===== config.mk =====
export PLATFORM = sky130hd
export DESIGN_NAME = ascii_panel_command_line_parser_unit
export DESIGN_NICKNAME = d
export VERILOG_FILES = /design/src/apclp_pkg.sv /design/src/apclp_front.sv /design/src/apclp_queue.sv /design/src/apclp_back.sv /design/src/ascii_panel_command_line_parser_unit.sv
export VERILOG_INCLUDE_DIRS = /design/src /design/src/src
export SDC_FILE = /design/constraint.sdc
export NUM_CORES = 1
export LEC_CHECK = 0
export ABC_AREA = 1
export BUFFER_PORTS_ARGS = -buffer_cell sky130_fd_sc_hd__buf_2
export CAP_MARGIN = 15
export CORE_ASPECT_RATIO = 2
export CORE_MARGIN = 2
export CORE_UTILIZATION = 60
export DETAILED_ROUTE_END_ITERATION = 8
export GPL_ROUTABILITY_DRIVEN = 0
export PLACE_DENSITY_LB_ADDON = 0.08
export SYNTH_ARGS = -nofsm -noshare
export SYNTH_HDL_FRONTEND = slang
export SYNTH_SLANG_ARGS = --single-unit

===== constraint.sdc =====
create_clock -name aclk -period 4.4 [get_ports aclk]
set_input_delay 0.22 -clock aclk [delete_from_list [all_inputs] [get_ports aclk]]
set_output_delay 0.22 -clock aclk [all_outputs]
set_load 0.05 [all_outputs]

===== src/ascii_panel_command_line_parser_unit_assert.svh =====
// Assertion macros shared by the command line parser modules.
`ifndef ASCII_PANEL_COMMAND_LINE_PARSER_UNIT_ASSERT_SVH
`define ASCII_PANEL_COMMAND_LINE_PARSER_UNIT_ASSERT_SVH

// Implication checked in the same cycle, disabled while reset is applied.
`define APCLP_ASSERT_SAME(lbl, clk, rstn, ante, cons) \
    lbl: assert property (@(posedge clk) disable iff (!rstn) (ante) |-> (cons)) \
        else $error("%m: check failed");

// Implication checked in the next cycle, disabled while reset is applied.
`define APCLP_ASSERT_NEXT(lbl, clk, rstn, ante, cons) \
    lbl: assert property (@(posedge clk) disable iff (!rstn) (ante) |=> (cons)) \
        else $error("%m: check failed");

`endif


===== src/apclp_pkg.sv =====
// Shared types and constants of the ASCII panel command line parser.
`timescale 1ns / 1ps

package apclp_pkg;

    // Default line buffer length, terminator included.
    localparam int LINE_BUFFER_LEN_DEF = 64;

    // Special characters.
    localparam logic [7:0] CHAR_LF = 8'h0a;
    localparam logic [7:0] CHAR_CR = 8'h0d;

    // Message kinds.
    localparam logic [3:0] KIND_NONE       = 4'd0;
    localparam logic [3:0] KIND_HELLO      = 4'd1;
    localparam logic [3:0] KIND_STAT_BEGIN = 4'd2;
    localparam logic [3:0] KIND_STAT_END   = 4'd3;
    localparam logic [3:0] KIND_SW_ON      = 4'd4;
    localparam logic [3:0] KIND_SW_OFF     = 4'd5;
    localparam logic [3:0] KIND_LED_ON     = 4'd6;
    localparam logic [3:0] KIND_LED_OFF    = 4'd7;
    localparam logic [3:0] KIND_LOG_LEVEL  = 4'd8;
    localparam logic [3:0] KIND_REPORT_EN  = 4'd9;

    // One classified request as it travels from the front end to the back end.
    typedef struct packed {
        logic            line_end;
        logic            dropped;
        logic            len_is_four;
        logic [3:0][7:0] head;
    } apclp_entry_t;

endpackage


===== src/apclp_front.sv =====
// Front end: accepts bytes, tracks the line and classifies each request.
`timescale 1ns / 1ps

module apclp_front import apclp_pkg::*; #(
    parameter int LINE_BUFFER_LEN = LINE_BUFFER_LEN_DEF
) (
    input  logic         aclk,
    input  logic         aresetn,
    input  logic         s_valid,
    output logic         s_ready,
    input  logic [7:0]   s_rx_byte,
    input  logic         q_ready,
    output logic         q_push,
    output apclp_entry_t q_entry
);

    localparam int LEN_W = $clog2(LINE_BUFFER_LEN);
    localparam logic [LEN_W-1:0] LEN_MAX  = LEN_W'(LINE_BUFFER_LEN - 1);
    localparam logic [LEN_W-1:0] HEAD_LEN = LEN_W'(4);

    logic [LEN_W-1:0] len_reg, len_next;
    logic [3:0][7:0]  head_reg;
    logic             is_end;
    logic             is_full;
    logic             accept;

    // Classify the incoming byte against the current line state.
    assign is_end  = (s_rx_byte == CHAR_LF) || (s_rx_byte == CHAR_CR);
    assign is_full = (len_reg == LEN_MAX);
    assign s_ready = q_ready;
    assign accept  = s_valid && q_ready;
    assign q_push  = accept;

    always_comb begin
        q_entry.line_end    = is_end;
        q_entry.dropped     = !is_end && is_full;
        q_entry.len_is_four = (len_reg == HEAD_LEN);
        q_entry.head        = head_reg;
    end

    // Line length: cleared by a terminator, held when the buffer is full.
    always_comb begin
        len_next = len_reg;
        if (accept) begin
            if (is_end) begin
                len_next = '0;
            end else if (!is_full) begin
                len_next = len_reg + LEN_W'(1);
            end
        end
    end

    always_ff @(posedge aclk) begin
        if (!aresetn) begin
            len_reg <= '0;
        end else begin
            len_reg <= len_next;
        end
    end

    // The first four characters of the line are kept for decoding.
    always_ff @(posedge aclk) begin
        if (accept && !is_end && !is_full && (len_reg < HEAD_LEN)) begin
            head_reg[len_reg[1:0]] <= s_rx_byte;
        end
    end

endmodule


===== src/apclp_queue.sv =====
// Two-entry queue between the front end and the back end.
`timescale 1ns / 1ps

`include "ascii_panel_command_line_parser_unit_assert.svh"

module apclp_queue import apclp_pkg::*; (
    input  logic         aclk,
    input  logic         aresetn,
    input  logic         push,
    input  apclp_entry_t push_entry,
    output logic         push_ready,
    input  logic         pop,
    output logic         pop_valid,
    output apclp_entry_t pop_entry
);

    apclp_entry_t [1:0] slot_reg;
    logic               wr_ptr_reg, wr_ptr_next;
    logic               rd_ptr_reg, rd_ptr_next;
    logic [1:0]         count_reg, count_next;

    assign push_ready = (count_reg != 2'd2);
    assign pop_valid  = (count_reg != 2'd0);
    assign pop_entry  = slot_reg[rd_ptr_reg];

    // Pointer and occupancy update.
    always_comb begin
        wr_ptr_next = push ? !wr_ptr_reg : wr_ptr_reg;
        rd_ptr_next = pop ? !rd_ptr_reg : rd_ptr_reg;
        count_next  = count_reg;
        if (push && !pop) begin
            count_next = count_reg + 2'd1;
        end else if (pop && !push) begin
            count_next = count_reg - 2'd1;
        end
    end

    always_ff @(posedge aclk) begin
        if (!aresetn) begin
            wr_ptr_reg <= 1'b0;
            rd_ptr_reg <= 1'b0;
            count_reg  <= 2'd0;
        end else begin
            wr_ptr_reg <= wr_ptr_next;
            rd_ptr_reg <= rd_ptr_next;
            count_reg  <= count_next;
        end
    end

    // Entry storage.
    always_ff @(posedge aclk) begin
        if (push) begin
            slot_reg[wr_ptr_reg] <= push_entry;
        end
    end

    `APCLP_ASSERT_SAME(a_no_push_full, aclk, aresetn, push, count_reg != 2'd2)
    `APCLP_ASSERT_SAME(a_no_pop_empty, aclk, aresetn, pop, count_reg != 2'd0)
    `APCLP_ASSERT_NEXT(a_fill_counts, aclk, aresetn, push && !pop, count_reg == $past(count_reg) + 2'd1)

endmodule


===== src/apclp_back.sv =====
// Back end: decodes finished lines and holds the result register.
`timescale 1ns / 1ps

`include "ascii_panel_command_line_parser_unit_assert.svh"

module apclp_back import apclp_pkg::*; (
    input  logic         aclk,
    input  logic         aresetn,
    input  logic         q_valid,
    input  apclp_entry_t q_entry,
    output logic         q_pop,
    output logic         m_valid,
    input  logic         m_ready,
    output logic         m_line_done,
    output logic [3:0]   m_msg_kind,
    output logic [3:0]   m_component,
    output logic [3:0]   m_arg_value,
    output logic         m_byte_dropped
);

    logic       valid_reg, valid_next;
    logic       done_reg;
    logic [3:0] kind_reg;
    logic [3:0] comp_reg;
    logic [3:0] arg_reg;
    logic       dropped_reg;
    logic [3:0] kind_d;
    logic [3:0] comp_d;
    logic [3:0] arg_d;
    logic       load;

    // Decode the four kept characters into a message.
    always_comb begin
        logic [7:0] c0, c1, c2, c3;
        logic       dig2, dig3, bit3;
        c0 = q_entry.head[0];
        c1 = q_entry.head[1];
        c2 = q_entry.head[2];
        c3 = q_entry.head[3];
        dig2 = (c2 >= "0") && (c2 <= "9");
        dig3 = (c3 >= "0") && (c3 <= "9");
        bit3 = (c3 == "0") || (c3 == "1");
        kind_d = KIND_NONE;
        comp_d = 4'd0;
        arg_d  = 4'd0;
        if (q_entry.line_end && q_entry.len_is_four) begin
            priority if (c0 == "h" && c1 == "e" && c2 == "l" && c3 == "o") begin
                kind_d = KIND_HELLO;
            end else if (c0 == "s" && c1 == "w" && dig2 && bit3) begin
                kind_d = (c3 == "0") ? KIND_SW_OFF : KIND_SW_ON;
                comp_d = c2[3:0];
            end else if (c0 == "l" && c1 == "d" && dig2 && bit3) begin
                kind_d = (c3 == "0") ? KIND_LED_OFF : KIND_LED_ON;
                comp_d = c2[3:0];
            end else if (c0 == "l" && c1 == "v" && c2 == "l" && dig3) begin
                kind_d = KIND_LOG_LEVEL;
                arg_d  = c3[3:0];
            end else if (c0 == "s" && c1 == "r" && c2 == "e" && dig3) begin
                kind_d = KIND_REPORT_EN;
                arg_d  = c3[3:0];
            end else if (c0 == "s" && c1 == "t" && c2 == "a" && c3 == "t") begin
                kind_d = KIND_STAT_BEGIN;
            end else if (c0 == "s" && c1 == "e" && c2 == "n" && c3 == "d") begin
                kind_d = KIND_STAT_END;
            end else begin
                kind_d = KIND_NONE;
            end
        end
    end

    // The result register takes a new request when it is empty or being drained.
    assign load       = q_valid && (!valid_reg || m_ready);
    assign q_pop      = load;
    assign valid_next = load ? 1'b1 : (m_ready ? 1'b0 : valid_reg);

    always_ff @(posedge aclk) begin
        if (!aresetn) begin
            valid_reg <= 1'b0;
        end else begin
            valid_reg <= valid_next;
        end
    end

    always_ff @(posedge aclk) begin
        if (load) begin
            done_reg    <= q_entry.line_end;
            kind_reg    <= kind_d;
            comp_reg    <= comp_d;
            arg_reg     <= arg_d;
            dropped_reg <= q_entry.dropped;
        end
    end

    assign m_valid        = valid_reg;
    assign m_line_done    = done_reg;
    assign m_msg_kind     = kind_reg;
    assign m_component    = comp_reg;
    assign m_arg_value    = arg_reg;
    assign m_byte_dropped = dropped_reg;

    `APCLP_ASSERT_SAME(a_plain_byte_empty, aclk, aresetn, valid_reg && !done_reg, kind_reg == KIND_NONE && comp_reg == 4'd0 && arg_reg == 4'd0)
    `APCLP_ASSERT_SAME(a_end_not_dropped, aclk, aresetn, valid_reg && done_reg, !dropped_reg)
    `APCLP_ASSERT_SAME(a_comp_kinds, aclk, aresetn, valid_reg && comp_reg != 4'd0, kind_reg == KIND_SW_ON || kind_reg == KIND_SW_OFF || kind_reg == KIND_LED_ON || kind_reg == KIND_LED_OFF)

endmodule


===== src/ascii_panel_command_line_parser_unit.sv =====
// Top level of the ASCII panel command line parser.
`timescale 1ns / 1ps

// The parser takes one received byte per cycle while the queue has room and
// returns exactly one result per byte, in order. A line feed or carriage return
// ends a line; a line of exactly four characters is decoded into a message
// (hello, status begin/end, switch or LED on/off with its digit, log level or
// report enable with its digit), anything else gives kind none. Bytes beyond
// LINE_BUFFER_LEN-1 characters are dropped and flagged. Sustained rate is one
// byte per clock while the result channel takes results; a result passes
// through the two-entry queue and then the output register, and the input
// keeps flowing until three results wait for the result channel to take them.

module ascii_panel_command_line_parser_unit import apclp_pkg::*; #(
    parameter int LINE_BUFFER_LEN = LINE_BUFFER_LEN_DEF
) (
    input  logic       aclk,
    input  logic       aresetn,
    input  logic       s_valid,
    output logic       s_ready,
    input  logic [7:0] s_rx_byte,
    output logic       m_valid,
    input  logic       m_ready,
    output logic       m_line_done,
    output logic [3:0] m_msg_kind,
    output logic [3:0] m_component,
    output logic [3:0] m_arg_value,
    output logic       m_byte_dropped
);

    logic         q_push;
    logic         q_push_ready;
    apclp_entry_t q_push_entry;
    logic         q_pop;
    logic         q_pop_valid;
    apclp_entry_t q_pop_entry;

    // Front end: line tracking and classification.
    apclp_front #(
        .LINE_BUFFER_LEN(LINE_BUFFER_LEN)
    ) u_front (
        .aclk     (aclk),
        .aresetn  (aresetn),
        .s_valid  (s_valid),
        .s_ready  (s_ready),
        .s_rx_byte(s_rx_byte),
        .q_ready  (q_push_ready),
        .q_push   (q_push),
        .q_entry  (q_push_entry)
    );

    // Decoupling queue.
    apclp_queue u_queue (
        .aclk      (aclk),
        .aresetn   (aresetn),
        .push      (q_push),
        .push_entry(q_push_entry),
        .push_ready(q_push_ready),
        .pop       (q_pop),
        .pop_valid (q_pop_valid),
        .pop_entry (q_pop_entry)
    );

    // Back end: decode and result register.
    apclp_back u_back (
        .aclk          (aclk),
        .aresetn       (aresetn),
        .q_valid       (q_pop_valid),
        .q_entry       (q_pop_entry),
        .q_pop         (q_pop),
        .m_valid       (m_valid),
        .m_ready       (m_ready),
        .m_line_done   (m_line_done),
        .m_msg_kind    (m_msg_kind),
        .m_component   (m_component),
        .m_arg_value   (m_arg_value),
        .m_byte_dropped(m_byte_dropped)
    );

endmodule

* After elaboration in Yosys (flattened, before gate mapping)
Cells that the tools add are included.
Storage, ports and cells: bits in latches 0, logic and storage cells 144, register bits after elaboration 127, bits in writable memories 0, bits of input ports 12, output and inout bits 16, memories kept 0, memory bits (read-only) 0
Operators by class: muxes and demuxes 27, equal/unequal tests 24, divide/modulo/power cells 0, $mul 0, add/subtract/negate cells 3, shift-type cells 0, order comparisons 10, reduce and logical (&&, ||, !) cells 50, bitwise operators 1
Operators with widths (number):
- 8-bit by 7-bit == test with 1-bit output, second input constant | 16
- 35-bit 2-to-1 mux | 3
- 70-bit bitwise mux | 1
- 4-bit 2-to-1 mux | 9
- 35-bit demux with 1-bit select | 1
- 1-bit logical AND | 34
- 32-bit bitwise mux | 1
- 8-bit demux with 2-bit select | 1
- 8-bit by 4-bit == test with 1-bit output, second input constant | 2
- 8-bit by 6-bit == test with 1-bit output, second input constant | 2
- 8-bit by 6-bit greater-or-equal comparator with 1-bit output, second input constant | 2
- 8-bit by 6-bit <= comparator with 1-bit output, second input constant | 2
- 6-bit 2-to-1 mux | 2
- 8-bit 2-to-1 mux | 1
- 1-bit zero test | 7
- 6-bit by 1-bit adder with 6-bit output, second input constant | 1
- 6-bit by 3-bit == test with 1-bit output, second input constant | 1
- 6-bit == test, second input constant | 1
- 6-bit by 3-bit less-than comparator with 1-bit output, second input constant | 1
- 2-bit 2-to-1 mux | 3
- 2-bit nonzero test | 3
- 1-bit 2-to-1 mux | 5
- 1-bit by 2-bit less-than comparator with 1-bit output, second input constant | 2
- 4-bit OR reduction | 1
- 11 further kinds | 13

* Depth between registers and ports, before layout
Gate-level depths: netlist of run 1.
word-level depth 13, gate-level depth with buffers 16, depth with buffers taken out 14

* By module
Synthesis of run 1 repeated with hierarchy kept, for this count alone.
Second synthesis, totals: cell total of the unflattened synthesis 422, area, all modules 5460.2 um^2
By module, submodules not included:
- apclp_queue | area an instance 2876.5 um^2, instances 1, cells an instance 142, sequential area each 2182.1 um^2
- apclp_front | area an instance 1517.7 um^2, instances 1, cells an instance 122, sequential area each 1081.0 um^2
- apclp_back | area an instance 1066.0 um^2, instances 1, cells an instance 158, sequential area each 440.4 um^2

* Worst setup path before layout of run 1
OpenSTA, ideal clock, no wires.
kind flip-flop to flip-flop, from register u_queue.count_reg[0], to register u_queue.slot_reg[35] (netlist bit), enable pin, library setup time 0.429 ns, data required time 3.971 ns, cell stages (with the launch flop) 5, clock period less this slack 2.921 ns, arrival 2.493 ns, path slack 1.479 ns, path buffers 0, cells stage by stage dfxtp_1 -> inv_1 -> nand2_1 -> nand2_1 -> nor2_1
On the way: longest elaborated chain between the ends 2
RTL lines:
- start: declaration | line apclp_queue.sv:20 | logic [1:0] count_reg, count_next;
- start signal: assignment | line apclp_queue.sv:46 | count_reg <= count_next;
- 2-bit inequality test | line apclp_queue.sv:22 | assign push_ready = (count_reg != 2'd2);
- via s_ready | line ascii_panel_command_line_parser_unit.sv:20 | output logic s_ready,
- 1-bit logical AND | line apclp_front.sv:31 | assign accept = s_valid && q_ready;
- end signal: indexed assignment | line apclp_queue.sv:53 | slot_reg[wr_ptr_reg] <= push_entry;
- end: declaration | line apclp_queue.sv:17 | apclp_entry_t [1:0] slot_reg;
The timed path passes the listed nets, and every way through them passes these cells. A chain may end at the register's enable or synchronous reset.

* Worst setup path in the final report of run 1
from register u_queue.rd_ptr_reg, to register u_back.comp_reg[2], in the netlist u_back.m_component[2] (data pin)
On the way: longest elaborated chain between the ends 8, elaborated cells between the ends (all ways) 30, classes of those cells order compare: 2; eq/ne: 10; mux: 4; bitwise: 1; reduce/logical: 13
RTL lines:
- start: declaration | line apclp_queue.sv:19 | logic rd_ptr_reg, rd_ptr_next;
- start signal: assignment | line apclp_queue.sv:45 | rd_ptr_reg <= rd_ptr_next;
- 35-bit 2-to-1 mux (not written as such) (*) (2 in series) | line apclp_queue.sv:24 | assign pop_entry = slot_reg[rd_ptr_reg];
- 8-bit by 6-bit greater-or-equal comparator with 1-bit output, or another cell as far along | line apclp_back.sv:40 | dig2 = (c2 >= "0") && (c2 <= "9");
- 1-bit logical AND, on equally long branches | line apclp_back.sv:40, apclp_back.sv:52
- 1-bit logical AND (2 in series) | line apclp_back.sv:52 | end else if (c0 == "l" && c1 == "d" && dig2 && bit3) begin
- 4-bit 2-to-1 mux | line apclp_back.sv:52
- 4-bit 2-to-1 mux | line apclp_back.sv:49 | end else if (c0 == "s" && c1 == "w" && dig2 && bit3) begin
- end signal: assignment | line apclp_back.sv:88 | comp_reg <= comp_d;
- end: declaration | line apclp_back.sv:24 | logic [3:0] comp_reg;
Every way passes the cells marked *; elsewhere a longest branch is shown, timed or not. The select of a mux whose other input is x is not followed.

==> results of run 1 <==
[layout by cell type, fill, tap and decap left out]
cell type and count:
a21boi_1 1, nor2_1 72, nand3_1 18, bufinv_16 5
clkinv_4 2, buf_4 3, edfxtp_1 116, a211oi_1 1
o21ai_1 4, o21ai_2 5, clkinv_1 2, nand2_1 168
a21oi_1 13, xor2_1 3, dfxtp_2 1, nand4_1 6
nor2_2 4, inv_6 1, clkbuf_16 17, inv_1 69
o21ai_0 7, dfxtp_1 10, inv_8 1, ha_1 5
nand2_2 4, nor3_1 8, and2_1 1, clkinv_2 2
buf_2 27, clkinvlp_4 3
[metal layers]
| metal | wire (um) | track usage (%) |
|---|---|---|
| met5 | 0 | 0 |
| met2 | 5992 | 42.30 |
| met1 | 3809 | 23.61 |
| met3 | 358 | 5.160 |
| met4 | 463 | 14.50 |
[logic make-up (layout without fill, tap and decap cells)]
| logic type | count (synthesis) | count (layout) | share of synthesized area [%] |
|---|---|---|---|
| flip-flops | 127 | 127 | 67.84 |
| XOR/XNOR | 3 | 3 | 0.4814 |
| buffers and inverters | 79 | 132 | 6.738 |
| AO/OA/AOI/OAI | 31 | 31 | 3.278 |
| adder cells (fa/ha/maj) | 5 | 5 | 1.146 |
| AND/OR/NAND/NOR | 281 | 281 | 20.51 |
[worst min path at each step]
stage	endpoint	slack (ns)	cells past startpoint	start
after floorplan	u_front.q_entry[0]$_DFFE_PP_	0.32	0	s_rx_byte[0]
after global placement	u_queue.slot_reg[37]$_DFFE_PP_	0.42	0	u_front.q_entry[2]$_DFFE_PP_
after detailed placement	u_queue.slot_reg[14]$_DFFE_PP_	0.44	0	u_front.q_entry[14]$_DFFE_PP_
after CTS	u_front.q_entry[7]$_DFFE_PP_	0.04	1	s_rx_byte[7]
after global routing	u_front.q_entry[28]$_DFFE_PP_	0.06	1	s_rx_byte[4]
final	u_front.q_entry[23]$_DFFE_PP_	0.06	1	s_rx_byte[7]
[per-stage QoR]
step,hold slack (ns),utilization (%),setup slack [ns]
final,0.05514,70.81,1.822
after global routing,0.05614,70.81,1.520
after CTS,0.04151,70.81,1.813
after detailed placement,0.4358,63.59,1.853
after global placement,0.4230,63.59,1.893
after floorplan,0.3189,-,1.479
[power groups by stage]
stage | Sequential, mW | Clock [mW] | Combinational, mW
6_report | 1.71 | 1.50 | 1.05
3_3_place_gp | 1.72 | 0 | 1.02
3_5_place_dp | 1.73 | 0 | 1.05
5_1_grt | 1.74 | 1.56 | 1.16
2_1_floorplan | 1.87 | 0 | 0.697
4_1_cts | 1.71 | 1.51 | 1.06
[worst max-delay path, cell delays in order, from the launching register on]
cell and delay (ns):
dfxtp_2 0.97, inv_8 0.21, nand2_1 0.13, nand2_1 0.07, nor2_1 0.11, nand2_1 0.14, nor2_1 0.12, nand2_1 0.07
nor2_1 0.10, nand2_1 0.07, nand2_1 0.08, inv_1 0.06, nand2_2 0.10, nor2_1 0.05
[layout make-up]
cell class | count | area [sq um] | area share, %
inverter | 70 | 270.3 | 4.293
timing repair buffer | 30 | 157.7 | 2.504
clock buffer | 17 | 425.4 | 6.758
clock inverter | 15 | 216.5 | 3.439
multi-input combinational | 320 | 1393 | 22.12
sequential | 127 | 3705 | 58.86
tap | 102 | 127.6 | 2.027
==> impl_metrics.toml, run 1 <==
[die]
rows = 49
start_util_pct = 61.41
design.core.area_sq_um = 8890
die_width_um = 71.45
die_area_sq_um = 9923
pin_count = 28
die_h_um = 138.9

[critical_path]
worst-endpoint-arrival_ns = 2.73
cp-startpoint = "u_queue.rd_ptr_reg$_SDFFE_PN0P_"
cp-start-kind = "flop"
critPathMaxFanout = 52
cp-endpoint = "u_back.m_component[2]$_SDFFCE_PP0P_"
critPathKind = "flop to flop"
r2r_slack_ns = 1.82
cp.required_ns = 4.55
cp-end-kind = "flop"
timing.rr.start = "u_queue.rd_ptr_reg$_SDFFE_PN0P_"
r2r_cells = 13
worstReg2RegEnd = "u_back.m_component[2]$_SDFFCE_PP0P_"

[final_layout]
final_layout_size_suffix_gt1_share_pct = 12.95
fin_cells = 681
final_cell_area_sq_um = 6295
fillCellCount = 594
largest_reg_flops = 70
antenna_cells = 0
area.growth.synth_to_final_pct = 15.31
nets = 583

[clocking]
clockBufferDepth = 2
cts-hold-fix-buffers = 0
cts_buffers = 17
cts_tree = "built"
cts_root_buffer = "clkbuf_16"
cts_sinks = 127
post-cts-setup-buffer-count = 0
cts.htree.levels = 4
clk_pin_slew_ns = 0.05
clk_latency_ns = 0.41
cts_resized = 0

[route]
avgViaCountPerCell = 5.327
finalWirelength_um = 10620
wire_per_inst_um = 15.60
drc = 0
vias = 3628
dr.pass1.iters = 5
ant_nets = 0
drt_iter0_drc = 269

[place]
portBuffers = 27
dp_hpwl_um = 7572
placed_area_sq_um = 5653
placedCellCount = 649

[sta]
setup_viol = 0
fmax_mhz = 387.8
rsz0062_at_grt = "no"
finalHoldViolations = 0
fin_tns_setup_ns = 0
post-route-period-util_pct = 58.60
drv_slew = 0
relSlewSlack_pct = 34.30
worst_pin_slew_ns = 0.9856
fin_skew_ns = 0.01326
fin_crit_ns = 2.578

[pwr]
power.switching_mw = 1.429
pwr-share-comb_pct = 24.7
finalPower_mw = 4.253
powerDensity_nw_per_um2 = 675.6
p_sw_share_pct = 33.60
vdd_drop_max_uv = 516.2
seq_power_share_pct = 40.1
p_int_mw = 2.824
p_leak_nw = 2.619
pwr-share-clk_pct = 35.2

[synthesis]
ys_types = 23
ys_top_cells_by_area = "edfxtp_1 64%, nand2_1 12%, nor2_1 5.1%"
synth_common_cells = "168 x nand2_1, 116 x edfxtp_1, 74 x nor2_1"
syn_inst = 526
ys.flop_type = "edfxtp_1"
ys_async_sr_fraction_pct = 0
yosys_warnings = 0
synth.most_common_cell = "nand2_1"
synth_area_per_cell_sq_um = 10.38
synth_edf_count = 116
netlist_area_sq_um = 5459
synth_top_area_share_pct = 63.81
yosysTopAreaCell = "edfxtp_1"
syn-num-nets = 543
synth_seq_cells = 127
yosysSeqAreaShare_pct = 67.84

[grt]
grt_pass1_vias = 3647
grt_pass1_wl_um = 17110
track_usage_pct = 23.51
globalRouteOverflowTotal = 0
antenna_found_initial = 0
grt_max_degree = 53

[min_path]
hp-class = "input pin to flop"

[status]
status = "finished clean"

[job]
max-cap-violations = 0
(Power assumes the default switching activity.)
==> run 2, diff against run 1 <==
==> constraint.sdc (replaced) <==
create_clock -name aclk -period 2.4 [get_ports aclk]
set_input_delay 0.12 -clock aclk [delete_from_list [all_inputs] [get_ports aclk]]
set_output_delay 0.12 -clock aclk [all_outputs]
set_load 0.05 [all_outputs]
==> impl_metrics.toml, run 2 (same netlist as run 1, synthesis figures left out) <==
[clocking]
cts_sinks = 127
clk_pin_slew_ns = 0.05
cts_buffers = 17
clockBufferDepth = 2
cts_tree = "built"
clk_latency_ns = 0.41
cts.htree.levels = 4
cts_root_buffer = "clkbuf_16"
cts_resized = 0

[critical_path]
path_cells = "ha_1 -> nand2_1 -> nor3_1 -> nor2_1 -> nand4_1 -> nor2_1"
cp-start-kind = "flop"
max_stage_delay_ns = 0.68
crit_path_top_delay_cell = "nor2_1"
critPathKind = "flop to flop"
worst-endpoint-arrival_ns = 2.21
critPathMaxFanout = 8
cp.required_ns = 2.43
cp-end-kind = "flop"
worst_path_most_repeated_cell = "nor2_1"

[place]
pre_cts_ws_ns = 0.2417
placed_area_sq_um = 5712
portBuffers = 27
placedCellCount = 654
dp_hpwl_um = 7745

[pwr]
p_int_mw = 4.912
p_sw_share_pct = 35.07
vdd_drop_max_uv = 806.0
pwr-share-clk_pct = 32.1
powerDensity_nw_per_um2 = 1187
seq_power_share_pct = 39.7
pwr-share-comb_pct = 28.3
finalPower_mw = 7.565
power.switching_mw = 2.653
p_leak_nw = 2.655

[sta]
fmax_mhz = 460.0
post-route-period-util_pct = 90.57
finalHoldViolations = 0
drv_slew = 0
fin_crit_ns = 2.174
setup_ws_ns = 0.2263
rsz0062_at_grt = "no"
relSlewSlack_pct = 45.47
fin_tns_setup_ns = 0
worst_pin_slew_ns = 0.8150
setup_viol = 0
fin_skew_ns = 0.005685

[grt]
grt_max_degree = 36
antenna_found_initial = 0
grt_pass1_wl_um = 17240
grt_pass1_vias = 3713
track_usage_pct = 23.91
globalRouteOverflowTotal = 0

[final_layout]
largest_reg_flops = 70
final_cell_area_sq_um = 6376
fin_cells = 695
mostFrequentLayoutCells = "168 x nand2_1, 116 x edfxtp_1, 72 x nor2_1"
final_layout_size_suffix_gt1_share_pct = 13.66
layout_commonest_cell = "nand2_1"
nets = 597
antenna_cells = 0
area.growth.synth_to_final_pct = 16.80

[die]
start_util_pct = 61.41
pin_count = 28
die_h_um = 138.9
die_width_um = 71.45
die_area_sq_um = 9923
rows = 49
design.core.area_sq_um = 8890

[route]
drt_iter0_drc = 245
drc = 0
finalWirelength_um = 10930
ant_nets = 0
wire_per_inst_um = 15.73
avgViaCountPerCell = 5.286
vias = 3674
dr.pass1.iters = 5

[status]
status = "finished clean"

[min_path]
hp-class = "input pin to flop"

[job]
max-cap-violations = 0
==> run 2: cell type report <==
cell class                 count  area [sq um]
clock buffer                  18         429.2
clock inverter                14         145.1
fill                         623          2514
inverter                      70         270.3
multi-input combinational    320          1401
sequential                   127          3705
tap                          102         127.6
timing repair buffer          44         297.8
==> run 2: per-stage QoR <==
step / utilization (%) / hold slack (ns)
final: 71.72 / 0.04778
after global placement: 64.25 / 0.3879
after floorplan: - / 0.2189
after detailed placement: 64.25 / 0.3792
after CTS: 71.72 / 0.03609
after global routing: 71.72 / 0.07392
==> run 2: final timing paths <==
kind	start	end	slack, ns	depth (start not counted)
worst max register to register	u_front.len_reg[0]$_SDFFE_PN0P_	u_front.q_entry[31]$_DFFE_PP_	0.23	6
worst min register to register	u_front.q_entry[2]$_DFFE_PP_	u_queue.slot_reg[37]$_DFFE_PP_	0.44	0
worst max-delay path	u_front.len_reg[0]$_SDFFE_PN0P_	u_front.q_entry[31]$_DFFE_PP_	0.23	6
worst min-delay path	m_ready	u_back.m_valid$_SDFFE_PN0P_	0.05	4
==> run 2: critical path: cells and delay by family (launching register included) <==
kind / cells / cell delay (ns)
and+or+nand+nor: 5 / 1.26
DFF: 1 / 0.31
adders and majority gates: 1 / 0.24
==> run 2: per-layer routing <==
| metal | vias up | wire (um) | part of all wire, % | track usage, % |
|---|---|---|---|---|
| met5 | - | 0 | 0 | 0 |
| met4 | 0 | 534 | 4.9 | 16.58 |
| met2 | 121 | 6429 | 59 | 44.40 |
| li1 | 1817 | - | - | - |
| met1 | 1699 | 3598 | 33 | 21.18 |
| met3 | 37 | 369 | 3.4 | 5.887 |
==> run 2: power groups by stage <==
stage               clock [mW]  combinational, mW  sequential, mW
floorplan                    0               1.29            3.42
finish                    2.43               2.14            3.00
CTS                       2.46               2.15            3.00
global route              2.53               2.35            3.04
detailed placement           0               2.12            3.05
global placement             0               2.08            3.03
==> run 2: timing repair <==
action	in CTS	in global routing
hold endpoints to repair	34	0
hold buffers	9	0
setup buffers	0	0
==> run 3, diff against run 2 <==
--- a/config.mk
+++ b/config.mk
@@ -15,6 +15,7 @@
 export DETAILED_ROUTE_END_ITERATION = 8
 export GPL_ROUTABILITY_DRIVEN = 0
 export PLACE_DENSITY_LB_ADDON = 0.08
+export REMOVE_ABC_BUFFERS = 1
 export SYNTH_ARGS = -nofsm -noshare
 export SYNTH_HDL_FRONTEND = slang
 export SYNTH_SLANG_ARGS = --single-unit
==> impl_metrics.toml, run 3 (same netlist as run 1, synthesis figures left out) <==
[route]
wirelength_met1_um = 3715
wire_per_inst_um = 15.09
drc = 0
ant_nets = 0
dr.pass1.iters = 7
routed-wl-met3_um = 358
finalWirelength_um = 10540
avgViaCountPerCell = 5.215
top_layer = "met4"
dr_wl_met2_um = 6069
drt_iter0_drc = 254
vias = 3640

[min_path]
min_to = "u_queue.wr_ptr_reg$_SDFFE_PN0P_"
hp-class = "input pin to flop"
worstHoldStart = "s_valid"
holdPathStages = 4

[sta]
drv_slew = 0
relSlewSlack_pct = 66.89
finalHoldWorstSlack_ns = 0.2068
setup_viol = 0
fmax_mhz = 484.3
fin_crit_ns = 2.065
finalHoldViolations = 0
post-route-period-util_pct = 86.03
setup_ws_ns = 0.3354
rsz0062_at_grt = "no"
fin_skew_ns = 0.007390
worst_pin_slew_ns = 0.4967
fin_tns_setup_ns = 0

[clocking]
cts.htree.levels = 4
cts_root_buffer = "clkbuf_16"
clk_latency_ns = 0.41
cts_buffers = 17
cts_resized = 0
clockBufferDepth = 2
clk_pin_slew_ns = 0.05
cts_tree = "built"
post-cts-setup-buffer-count = 0
cts_sinks = 127
cts-hold-fix-buffers = 10

[final_layout]
area.growth.synth_to_final_pct = 16.14
nets = 600
largest_reg_flops = 70
multiInputGateArea_sq_um = 1393
antenna_cells = 0
final_layout_size_suffix_gt1_share_pct = 13.26
layout_commonest_cell = "nand2_1"
fin_cells = 698
fillCellCount = 618
register_area_sq_um = 3705
fin_util_pct = 71.32
final_cell_area_sq_um = 6340
mostFrequentLayoutCells = "168 x nand2_1, 116 x edfxtp_1, 72 x nor2_1"

[die]
die_width_um = 71.45
die_area_sq_um = 9923
start_util_pct = 61.41
die_h_um = 138.9
design.core.area_sq_um = 8890
pin_count = 28
rows = 49

[critical_path]
max_stage_delay_ns = 0.39
timing.rr.start = "u_queue.rd_ptr_reg$_SDFFE_PN0P_"
worst-endpoint-arrival_ns = 2.33
worstReg2RegEnd = "u_back.m_arg_value[0]$_SDFFCE_PP0P_"
cp-end-kind = "flop"
path_delay_family = "simple AND/OR/NAND/NOR gates"
cp.required_ns = 2.66
cp.buffers_inverters = 2
cp-start-kind = "flop"
crit_path_top_delay_cell = "dfxtp_2"
critPathMaxFanout = 25
worst_path_most_repeated_cell = "nand2_1"
r2r_cells = 13
path_cells = "buf_4 -> nand2_1 -> o21ai_1 -> nand2_1 -> nand2_1 -> nand2_1 -> nand2_1 -> nand2_1 -> inv_1 -> nand2_1 -> o21ai_2 -> nand2_2 -> nor2_1"
r2r_slack_ns = 0.34
critPathKind = "flop to flop"

[grt]
grt_max_degree = 36
antenna_found_initial = 0
grt_pass1_wl_um = 17160
grt_pass1_vias = 3701
track_usage_pct = 23.44
globalRouteOverflowTotal = 0

[pwr]
p_leak_nw = 2.648
finalPower_mw = 7.379
powerDensity_nw_per_um2 = 1164
vdd_drop_max_uv = 946.4

[place]
dp_hpwl_um = 7501
placed_area_sq_um = 5705
portBuffers = 27
placedCellCount = 656
pre_cts_ws_ns = 0.3879

[job]
max-cap-violations = 0

[status]
status = "finished clean"
==> run 3: cell types whose count changed in the layout (fill, tap and decap cells not counted) <==
| cell | change |
|---|---|
| bufinv_16 | -1 |
| clkbuf_1 | +3 |
| nor2_4 | -1 |
| clkinv_2 | +1 |
| a21oi_1 | +1 |
| buf_12 | -1 |
| clkinv_4 | -3 |
| a21oi_2 | -1 |
| dlygate4sd3_1 | +1 |
| buf_4 | +3 |
| nor2_2 | +1 |
==> run 3: worst max-delay path by stage <==
stage / start / endpoint / depth (start not counted)
finish: u_queue.rd_ptr_reg$_SDFFE_PN0P_ / u_back.m_arg_value[0]$_SDFFCE_PP0P_ / 13
detailed placement: u_queue.rd_ptr_reg$_SDFFE_PN0P_ / u_back.m_arg_value[0]$_SDFFCE_PP0P_ / 12
global route: u_queue.rd_ptr_reg$_SDFFE_PN0P_ / u_back.m_arg_value[0]$_SDFFCE_PP0P_ / 12
CTS: u_queue.rd_ptr_reg$_SDFFE_PN0P_ / u_back.m_arg_value[0]$_SDFFCE_PP0P_ / 12
floorplan: u_queue.count_reg[0]$_SDFFE_PN0P_ / u_queue.slot_reg[35]$_DFFE_PP_ / 4
global placement: u_queue.rd_ptr_reg$_SDFFE_PN0P_ / u_back.m_arg_value[0]$_SDFFCE_PP0P_ / 12
==> run 3: layout make-up <==
class	instances	share of cell area, %
Inverter	70	4.263
Sequential cell	127	58.44
Tap cell	102	2.013
Timing Repair Buffer	47	4.894
Clock inverter	11	1.480
Clock buffer	21	6.947
Multi-Input combinational cell	320	21.97
==> run 3: where the power goes <==
| part | switching [mW] | leakage [nW] | internal [mW] |
|---|---|---|---|
| Sequential | 0.137 | 1.18 | 2.88 |
| Clock | 0.854 | 0.254 | 1.41 |
| Combinational | 1.60 | 1.22 | 0.506 |
| Total | 2.59 | 2.65 | 4.79 |
==> run 3: per-layer routing <==
layer,global-route usage [%],vias up
met5,0,-
met2,43.62,91
met4,13.31,0
met3,5.959,33
li1,-,1828
met1,22.06,1688
==> run 3: worst min-delay path, cell delays in order <==
cell,delay (ns)
buf_2,0.09
nand2_1,0.15
nor2_2,0.15
nor2_1,0.06
